==> src/design/cfq_pkg.sv <==
package cfq_pkg;

    localparam int DEPTH_DEFAULT = 8;
    localparam int DATA_W        = 32;

    typedef enum logic [1:0] {
        FUNC_ENQ  = 2'd0,
        FUNC_DEQ  = 2'd1,
        FUNC_DISP = 2'd2
    } func_t;

    typedef enum logic [1:0] {
        ST_OK        = 2'd0,
        ST_OVERFLOW  = 2'd1,
        ST_UNDERFLOW = 2'd2,
        ST_EMPTY     = 2'd3
    } status_t;

    typedef enum logic {
        S_IDLE = 1'b0,
        S_EMIT = 1'b1
    } state_t;

    typedef struct packed {
        logic accept;
        logic emit;
    } ctrl_cmd_t;

    typedef struct packed {
        logic empty;
        logic rem_one;
        logic out_free;
    } dp_status_t;

endpackage

==> src/design/cfq_ctrl.sv <==
module cfq_ctrl (
    input  logic               aclk,
    input  logic               aresetn,
    input  logic               s_tvalid,
    output logic               s_tready,
    input  cfq_pkg::func_t     func,
    input  cfq_pkg::dp_status_t dp_status,
    output cfq_pkg::ctrl_cmd_t cmd
);
    import cfq_pkg::*;

    state_t state_reg;
    state_t state_next;

    always_ff @(posedge aclk) begin
        if (!aresetn) begin
            state_reg <= S_IDLE;
        end else begin
            state_reg <= state_next;
        end
    end

    always_comb begin
        state_next = state_reg;
        cmd        = '0;
        s_tready   = 1'b0;
        unique case (state_reg)
            S_IDLE: begin
                s_tready = dp_status.out_free;
                if (s_tvalid && dp_status.out_free) begin
                    cmd.accept = 1'b1;
                    if ((func == FUNC_DEQ || func == FUNC_DISP) && !dp_status.empty) begin
                        state_next = S_EMIT;
                    end
                end
            end
            S_EMIT: begin
                if (dp_status.out_free) begin
                    cmd.emit = 1'b1;
                    if (dp_status.rem_one) begin
                        state_next = S_IDLE;
                    end
                end
            end
            default: begin
                state_next = S_IDLE;
            end
        endcase
    end

endmodule

==> src/design/cfq_dpath.sv <==
module cfq_dpath #(
    parameter int DEPTH = cfq_pkg::DEPTH_DEFAULT
) (
    input  logic                        aclk,
    input  logic                        aresetn,
    input  cfq_pkg::func_t              func,
    input  logic [cfq_pkg::DATA_W-1:0]  value,
    input  cfq_pkg::ctrl_cmd_t          cmd,
    output cfq_pkg::dp_status_t         dp_status,
    output logic                        m_tvalid,
    input  logic                        m_tready,
    output logic [cfq_pkg::DATA_W-1:0]  m_tdata,
    output logic [1:0]                  m_tuser,
    output logic                        m_tlast
);
    import cfq_pkg::*;

    localparam int ADDR_W = $clog2(DEPTH);
    localparam int CNT_W  = $clog2(DEPTH + 1);
    localparam logic [ADDR_W-1:0] ADDR_MAX = ADDR_W'(DEPTH - 1);
    localparam logic [CNT_W-1:0]  CNT_FULL = CNT_W'(DEPTH);
    localparam logic [CNT_W-1:0]  CNT_ONE  = CNT_W'(1);

    function automatic logic [ADDR_W-1:0] advance(input logic [ADDR_W-1:0] idx);
        return (idx == ADDR_MAX) ? '0 : idx + ADDR_W'(1);
    endfunction

    logic [DATA_W-1:0] mem_reg [DEPTH];
    logic [DATA_W-1:0] rdata_reg;

    logic [ADDR_W-1:0] head_reg, head_next;
    logic [ADDR_W-1:0] tail_reg, tail_next;
    logic [ADDR_W-1:0] pos_reg, pos_next;
    logic [CNT_W-1:0]  count_reg, count_next;
    logic [CNT_W-1:0]  rem_reg, rem_next;

    logic              m_valid_reg, m_valid_next;
    status_t           m_status_reg, m_status_next;
    logic [DATA_W-1:0] m_data_reg, m_data_next;
    logic              m_last_reg, m_last_next;

    logic              wr_en;
    logic              rd_en;
    logic [ADDR_W-1:0] rd_addr;
    logic              empty;
    logic              full;
    logic              out_free;

    assign empty    = (count_reg == '0);
    assign full     = (count_reg == CNT_FULL);
    assign out_free = !m_valid_reg || m_tready;

    assign dp_status.empty    = empty;
    assign dp_status.rem_one  = (rem_reg == CNT_ONE);
    assign dp_status.out_free = out_free;

    assign wr_en   = cmd.accept && (func == FUNC_ENQ) && !full;
    assign rd_en   = cmd.accept || cmd.emit;
    assign rd_addr = cmd.accept ? head_reg : pos_reg;

    always_ff @(posedge aclk) begin
        if (wr_en) begin
            mem_reg[tail_reg] <= value;
        end
        if (rd_en) begin
            rdata_reg <= mem_reg[rd_addr];
        end
    end

    always_comb begin
        head_next     = head_reg;
        tail_next     = tail_reg;
        pos_next      = pos_reg;
        count_next    = count_reg;
        rem_next      = rem_reg;
        m_valid_next  = m_valid_reg && !m_tready;
        m_status_next = m_status_reg;
        m_data_next   = m_data_reg;
        m_last_next   = m_last_reg;

        if (cmd.accept) begin
            case (func)
                FUNC_ENQ: begin
                    m_valid_next  = 1'b1;
                    m_data_next   = '0;
                    m_last_next   = 1'b1;
                    if (full) begin
                        m_status_next = ST_OVERFLOW;
                    end else begin
                        m_status_next = ST_OK;
                        tail_next     = advance(tail_reg);
                        count_next    = count_reg + CNT_ONE;
                    end
                end
                FUNC_DEQ: begin
                    if (empty) begin
                        m_valid_next  = 1'b1;
                        m_status_next = ST_UNDERFLOW;
                        m_data_next   = '0;
                        m_last_next   = 1'b1;
                    end else begin
                        head_next  = advance(head_reg);
                        count_next = count_reg - CNT_ONE;
                        rem_next   = CNT_ONE;
                        pos_next   = advance(head_reg);
                    end
                end
                FUNC_DISP: begin
                    if (empty) begin
                        m_valid_next  = 1'b1;
                        m_status_next = ST_EMPTY;
                        m_data_next   = '0;
                        m_last_next   = 1'b1;
                    end else begin
                        rem_next = count_reg;
                        pos_next = advance(head_reg);
                    end
                end
                default: begin
                end
            endcase
        end else if (cmd.emit) begin
            m_valid_next  = 1'b1;
            m_status_next = ST_OK;
            m_data_next   = rdata_reg;
            m_last_next   = (rem_reg == CNT_ONE);
            rem_next      = rem_reg - CNT_ONE;
            pos_next      = advance(pos_reg);
        end
    end

    always_ff @(posedge aclk) begin
        if (!aresetn) begin
            head_reg    <= '0;
            tail_reg    <= '0;
            count_reg   <= '0;
            rem_reg     <= '0;
            m_valid_reg <= 1'b0;
        end else begin
            head_reg    <= head_next;
            tail_reg    <= tail_next;
            count_reg   <= count_next;
            rem_reg     <= rem_next;
            m_valid_reg <= m_valid_next;
        end
    end

    always_ff @(posedge aclk) begin
        pos_reg      <= pos_next;
        m_status_reg <= m_status_next;
        m_data_reg   <= m_data_next;
        m_last_reg   <= m_last_next;
    end

    assign m_tvalid = m_valid_reg;
    assign m_tdata  = m_data_reg;
    assign m_tuser  = m_status_reg;
    assign m_tlast  = m_last_reg;

endmodule

==> src/design/circular_fifo_queue.sv <==
// Circular FIFO of signed 32-bit words, DEPTH entries deep.
// Input stream: s_tuser selects the request (enqueue, dequeue, display),
// s_tdata carries the word to enqueue. Output stream: m_tuser is the status
// (ok, overflow, underflow, empty display), m_tdata the dequeued or displayed
// word, m_tlast marks the final result of a request.
// Enqueue, overflow, underflow and empty display: one result, registered
// in the cycle after the item is taken; a new item can be taken every cycle.
// Dequeue: one result after the registered memory read, intake busy until
// it is out. Display of n stored words: n results, one per cycle while
// m_tready is high, intake busy to the last; the single read port sets this.
// A result waits in the output register while m_tready is low; the next item
// is taken only once that register can be loaded, so a stalled receiver
// stalls intake and nothing is dropped.
// Reset (aresetn low, synchronous) empties the queue and drops any pending
// result; entry contents are not cleared and need no clearing pass.
module circular_fifo_queue #(
    parameter int DEPTH = cfq_pkg::DEPTH_DEFAULT
) (
    input  logic                       aclk,
    input  logic                       aresetn,
    input  logic                       s_tvalid,
    output logic                       s_tready,
    input  logic [cfq_pkg::DATA_W-1:0] s_tdata,   // [31:0] value
    input  logic [1:0]                 s_tuser,   // [1:0] func
    output logic                       m_tvalid,
    input  logic                       m_tready,
    output logic [cfq_pkg::DATA_W-1:0] m_tdata,   // [31:0] data
    output logic [1:0]                 m_tuser,   // [1:0] status
    output logic                       m_tlast
);
    import cfq_pkg::*;

    func_t      func;
    ctrl_cmd_t  cmd;
    dp_status_t dp_status;

    assign func = func_t'(s_tuser);

    cfq_ctrl u_ctrl (
        .aclk      (aclk),
        .aresetn   (aresetn),
        .s_tvalid  (s_tvalid),
        .s_tready  (s_tready),
        .func      (func),
        .dp_status (dp_status),
        .cmd       (cmd)
    );

    cfq_dpath #(
        .DEPTH (DEPTH)
    ) u_dpath (
        .aclk      (aclk),
        .aresetn   (aresetn),
        .func      (func),
        .value     (s_tdata),
        .cmd       (cmd),
        .dp_status (dp_status),
        .m_tvalid  (m_tvalid),
        .m_tready  (m_tready),
        .m_tdata   (m_tdata),
        .m_tuser   (m_tuser),
        .m_tlast   (m_tlast)
    );

endmodule
==> config.mk <==
export PLATFORM = sky130hd
export DESIGN_NAME = circular_fifo_queue
export DESIGN_NICKNAME = d
export VERILOG_FILES = /design/src/design/cfq_pkg.sv /design/src/design/cfq_ctrl.sv /design/src/design/cfq_dpath.sv /design/src/design/circular_fifo_queue.sv
export SDC_FILE = /design/constraint.sdc
export NUM_CORES = 1
export LEC_CHECK = 0
export BUFFER_PORTS_ARGS = -buffer_cell sky130_fd_sc_hd__buf_4
export CORE_MARGIN = 2
export CORE_UTILIZATION = 26
export CTS_CLUSTER_DIAMETER = 120
export CTS_CLUSTER_SIZE = 40
export DETAILED_ROUTE_END_ITERATION = 8
export PLACE_DENSITY = 0.42
export SLEW_MARGIN = 30
export SYNTH_ARGS = -nofsm -noshare
export SYNTH_HDL_FRONTEND = slang
export SYNTH_HIERARCHICAL = 1
export SYNTH_SLANG_ARGS = --single-unit
export TNS_END_PERCENT = 5
==> constraint.sdc <==
create_clock -name aclk -period 8.4 [get_ports aclk]
set_input_delay 2.52 -clock aclk [delete_from_list [all_inputs] [get_ports aclk]]
set_output_delay 2.52 -clock aclk [all_outputs]
set_load 0.01 [all_outputs]
==> results.py <==
metrics = {
    "layout": {
        "nNetsFinal": 1099,
        "fillers": 5486,
        "multi_input_area_um2": 4030,
        "final_cell_count_no_fill": 1801,
        "ff_latch_area_um2": 10100,
        "area_growth_pct": 13.5,
        "drive_gt1_share_pct": 14.1,
        "utilization_pct": 29.8,
        "largest_reg_flops": 256,
        "diodes": 0,
        "final_cell_area_um2": 16400,
    },
    "worst_setup_path": {
        "cp_max_fo": 5,
        "worstPathRequired_ns": 5.88,
        "r2r_start": "u_dpath/m_tvalid$_SDFF_PN0_",
        "crit_arrival_ns": 3.15,
        "start_kind": "input port",
        "end_kind": "output pin",
        "startpoint": "m_tready",
        "r2r_slack_ns": 4.85,
        "crit_type": "in2out",
    },
    "pwr": {
        "power_frac_comb_pct": 13.0,
        "internal_power_w": 0.00249,
        "power_density_nw_per_um2": 205,
        "clockPowerShare_pct": 28.0,
        "ir_worst_vdd_uv": 139,
        "p_seq_share_pct": 59.0,
        "p_sw_share_pct": 25.9,
        "power_switching_w": 0.000870,
        "p_leak_nw": 5.58,
    },
    "timing": {
        "fin_setup_tns_ns": 0,
        "slew_headroom_pct": 34.4,
        "clock.fmax_mhz": 176,
        "finalClockSkew_ns": 0.0303,
        "period_share_pct": 67.5,
        "period_minus_slack_ns": 5.67,
        "rsz0062_at_grt": "no",
        "finalSetupViolations": 0,
        "hold_viol": 0,
        "maxSlewViolCount": 0,
        "worstMarginPinSlew_ns": 0.983,
    },
    "global_routing": {
        "grt_usage_pct": 12.6,
        "overflow": 0,
        "grt_pass1_wl_um": 54200,
        "grt_max_degree": 68,
        "grt_pass1_vias": 8191,
        "antenna_found_initial": 3,
    },
    "detailed_routing": {
        "via_per_inst": 4.50,
        "ant_nets": 0,
        "vias": 8096,
        "dr.pass1.iters": 5,
        "drt_wl_total_um": 36200,
        "avgRoutedWirePerCell_um": 20.1,
        "drc_errors": 0,
        "first_iter_violations": 534,
    },
    "clock_network": {
        "ctsResizeCount": 0,
        "path_clk_slew_ns": 0.12,
        "cts.htree.levels": 1,
        "cts_setup_buffers": 0,
        "root_buffer": "clkbuf_16",
        "cts_inserted_buffers": 14,
        "cts_buffer_depth": 3,
        "cts_tree": "done",
        "clkLatencyLatePin_ns": 0.55,
        "cts.sinks": 342,
        "holdBufCountCts": 0,
    },
    "floorplanning": {
        "boundaryPins": 75,
        "die_area_um2": 57400,
        "die_y_um": 240,
        "die_x_um": 240,
        "initial_core_util_pct": 26.2,
        "rows": 86,
        "core_um2": 55000,
    },
    "run_status": {
        "outcome": "finished, final reports clean",
    },
    "place": {
        "gp_congestion": 0.703,
        "placed_cells": 1779,
        "dpl_cell_area_um2": 15900,
        "port_buffers": 74,
        "dp_hpwl_um": 19900,
    },
    "logic_synthesis": {
        "yosysWarningCount": 6,
        "netlist-cell-type-count": 57,
        "syn_area_per_cell_um2": 14.5,
        "syn_inst": 998,
        "ys.flop_type": "edfxtp_1",
        "synth-edff-count": 326,
        "syn_area_um2": 14400,
        "syn_nets": 1050,
        "yosys_register_bits": 342,
        "synthArstFlopShare_pct": 0,
        "synth_seq_area_share_pct": 70.1,
    },
    "worst_hold_path": {
        "hp-class": "reg2reg",
        "min-delay-start": "u_dpath/rem_reg[0]$_SDFFE_PN0P_",
    },
    "job": {
        "drv_cap": 0,
    },
}
==> path summary, 6_finish.rpt <==
check,end,depth (start not counted)
worst max-delay path,s_tready,4
worst min-delay path,u_dpath/rem_reg[0]$_SDFFE_PN0P_,1
worst min register to register,u_dpath/rem_reg[0]$_SDFFE_PN0P_,1
worst max register to register,u_dpath/rdata_reg[8]$_DFFE_PN_,8
==> cell usage in the layout, fill, tap and decap left out, types with 3 or more instances in the layout <==
master / n
edfxtp_1: 326
nor2b_1: 104
buf_4: 97
nor2_1: 71
mux2i_1: 70
o22ai_1: 64
nand2b_1: 40
a21oi_1: 35
o31ai_1: 33
o22a_1: 32
o21ai_1: 32
clkbuf_16: 15
dfxtp_1: 15
nand2_1: 14
ha_1: 14
nand3_1: 6
nor3_2: 5
inv_1: 5
o21ai_0: 5
a21boi_0: 3
nor2_4: 3
nor3b_1: 3
and2_1: 3
==> cells by family after synthesis <==
logic type	Yosys count	synth area share (%)
flip-flops	342	70.1
XOR/XNOR	5	0.356
adder cells (fa/ha/maj)	14	1.21
multiplexers	75	5.29
AO/OA/AOI/OAI	227	10.4
AND/OR/NAND/NOR	263	9.98
buffers and inverters	72	2.63
==> worst max-delay path, cell delays in order <==
cell and delay [ns]:
buf_4 0.10, nand2b_1 0.18, and2b_2 0.21, buf_4 0.14
==> power groups by stage <==
stage | registers [W] | logic, W | clock network (W)
3_3_place_gp | 0.00202 | 0.000443 | 0
6_report | 0.00198 | 0.000438 | 0.000939
4_1_cts | 0.00198 | 0.000451 | 0.000985
2_1_floorplan | 0.00202 | 0.000260 | 0
3_5_place_dp | 0.00202 | 0.000450 | 0
5_1_grt | 0.00199 | 0.000485 | 0.00103
==> per-stage QoR <==
step / power (W) / hold WS [ns] / setup slack, ns
floorplan: 0.00228 / 0.473 / 1.27
global placement: 0.00246 / 0.513 / 2.48
detailed placement: 0.00247 / 0.520 / 2.48
CTS: 0.00342 / 0.553 / 2.73
global route: 0.00350 / 0.570 / 2.68
finish: 0.00336 / 0.546 / 2.73
==> cell type report <==
type / instances / area share (%)
Clock inverter: 6 / 0.734
Tap cell: 748 / 5.72
Inverter: 6 / 0.138
Timing Repair Buffer: 99 / 4.74
Multi-Input combinational cell: 584 / 24.6
Sequential cell: 342 / 61.8
Clock buffer: 16 / 2.32
==> synthesized netlist by cell type, types with 2 or more instances <==
master    instances  area [µm²]
nand2b_1         40         250
ha_1             14         175
or2_2             2        12.5
nand3_1           6        30.0
mux2_2            2        22.5
nand2_1          14        52.6
and2_1            3        18.8
o21a_1            2        15.0
o211a_1           2        20.0
nor3_1            6        30.0
xor2_1            2        17.5
o21ai_0           5        25.0
inv_1             6        22.5
nor2_1           74         278
o22a_1           32         280
buf_2            15        75.1
edfxtp_1        326        9790
dfxtp_1          16         320
xnor2_1           2        17.5
a21oi_1          37         185
clkbuf_1         35         131
mux2_4            2        30.0
a21boi_0          3        22.5
mux2i_1          71         711
o21ai_1          32         160
a21o_1            2        15.0
o211ai_1          2        15.0
nor3b_1           3        22.5
nor2b_1         104         651
and3b_1           2        17.5
nor4_1            2        12.5
buf_4             6        45.0
o22ai_1          64         400
o31ai_1          33         248
buf_6             9         101
==> routing by layer <==
metal  track usage (%)  part of all wire [%]
met2              20.7                    47
met3              1.59                   3.9
met4              2.58                   1.3
met5                 0                 0.064
met1              18.0                    48
No activity file was read; power rests on OpenSTA's default activity.
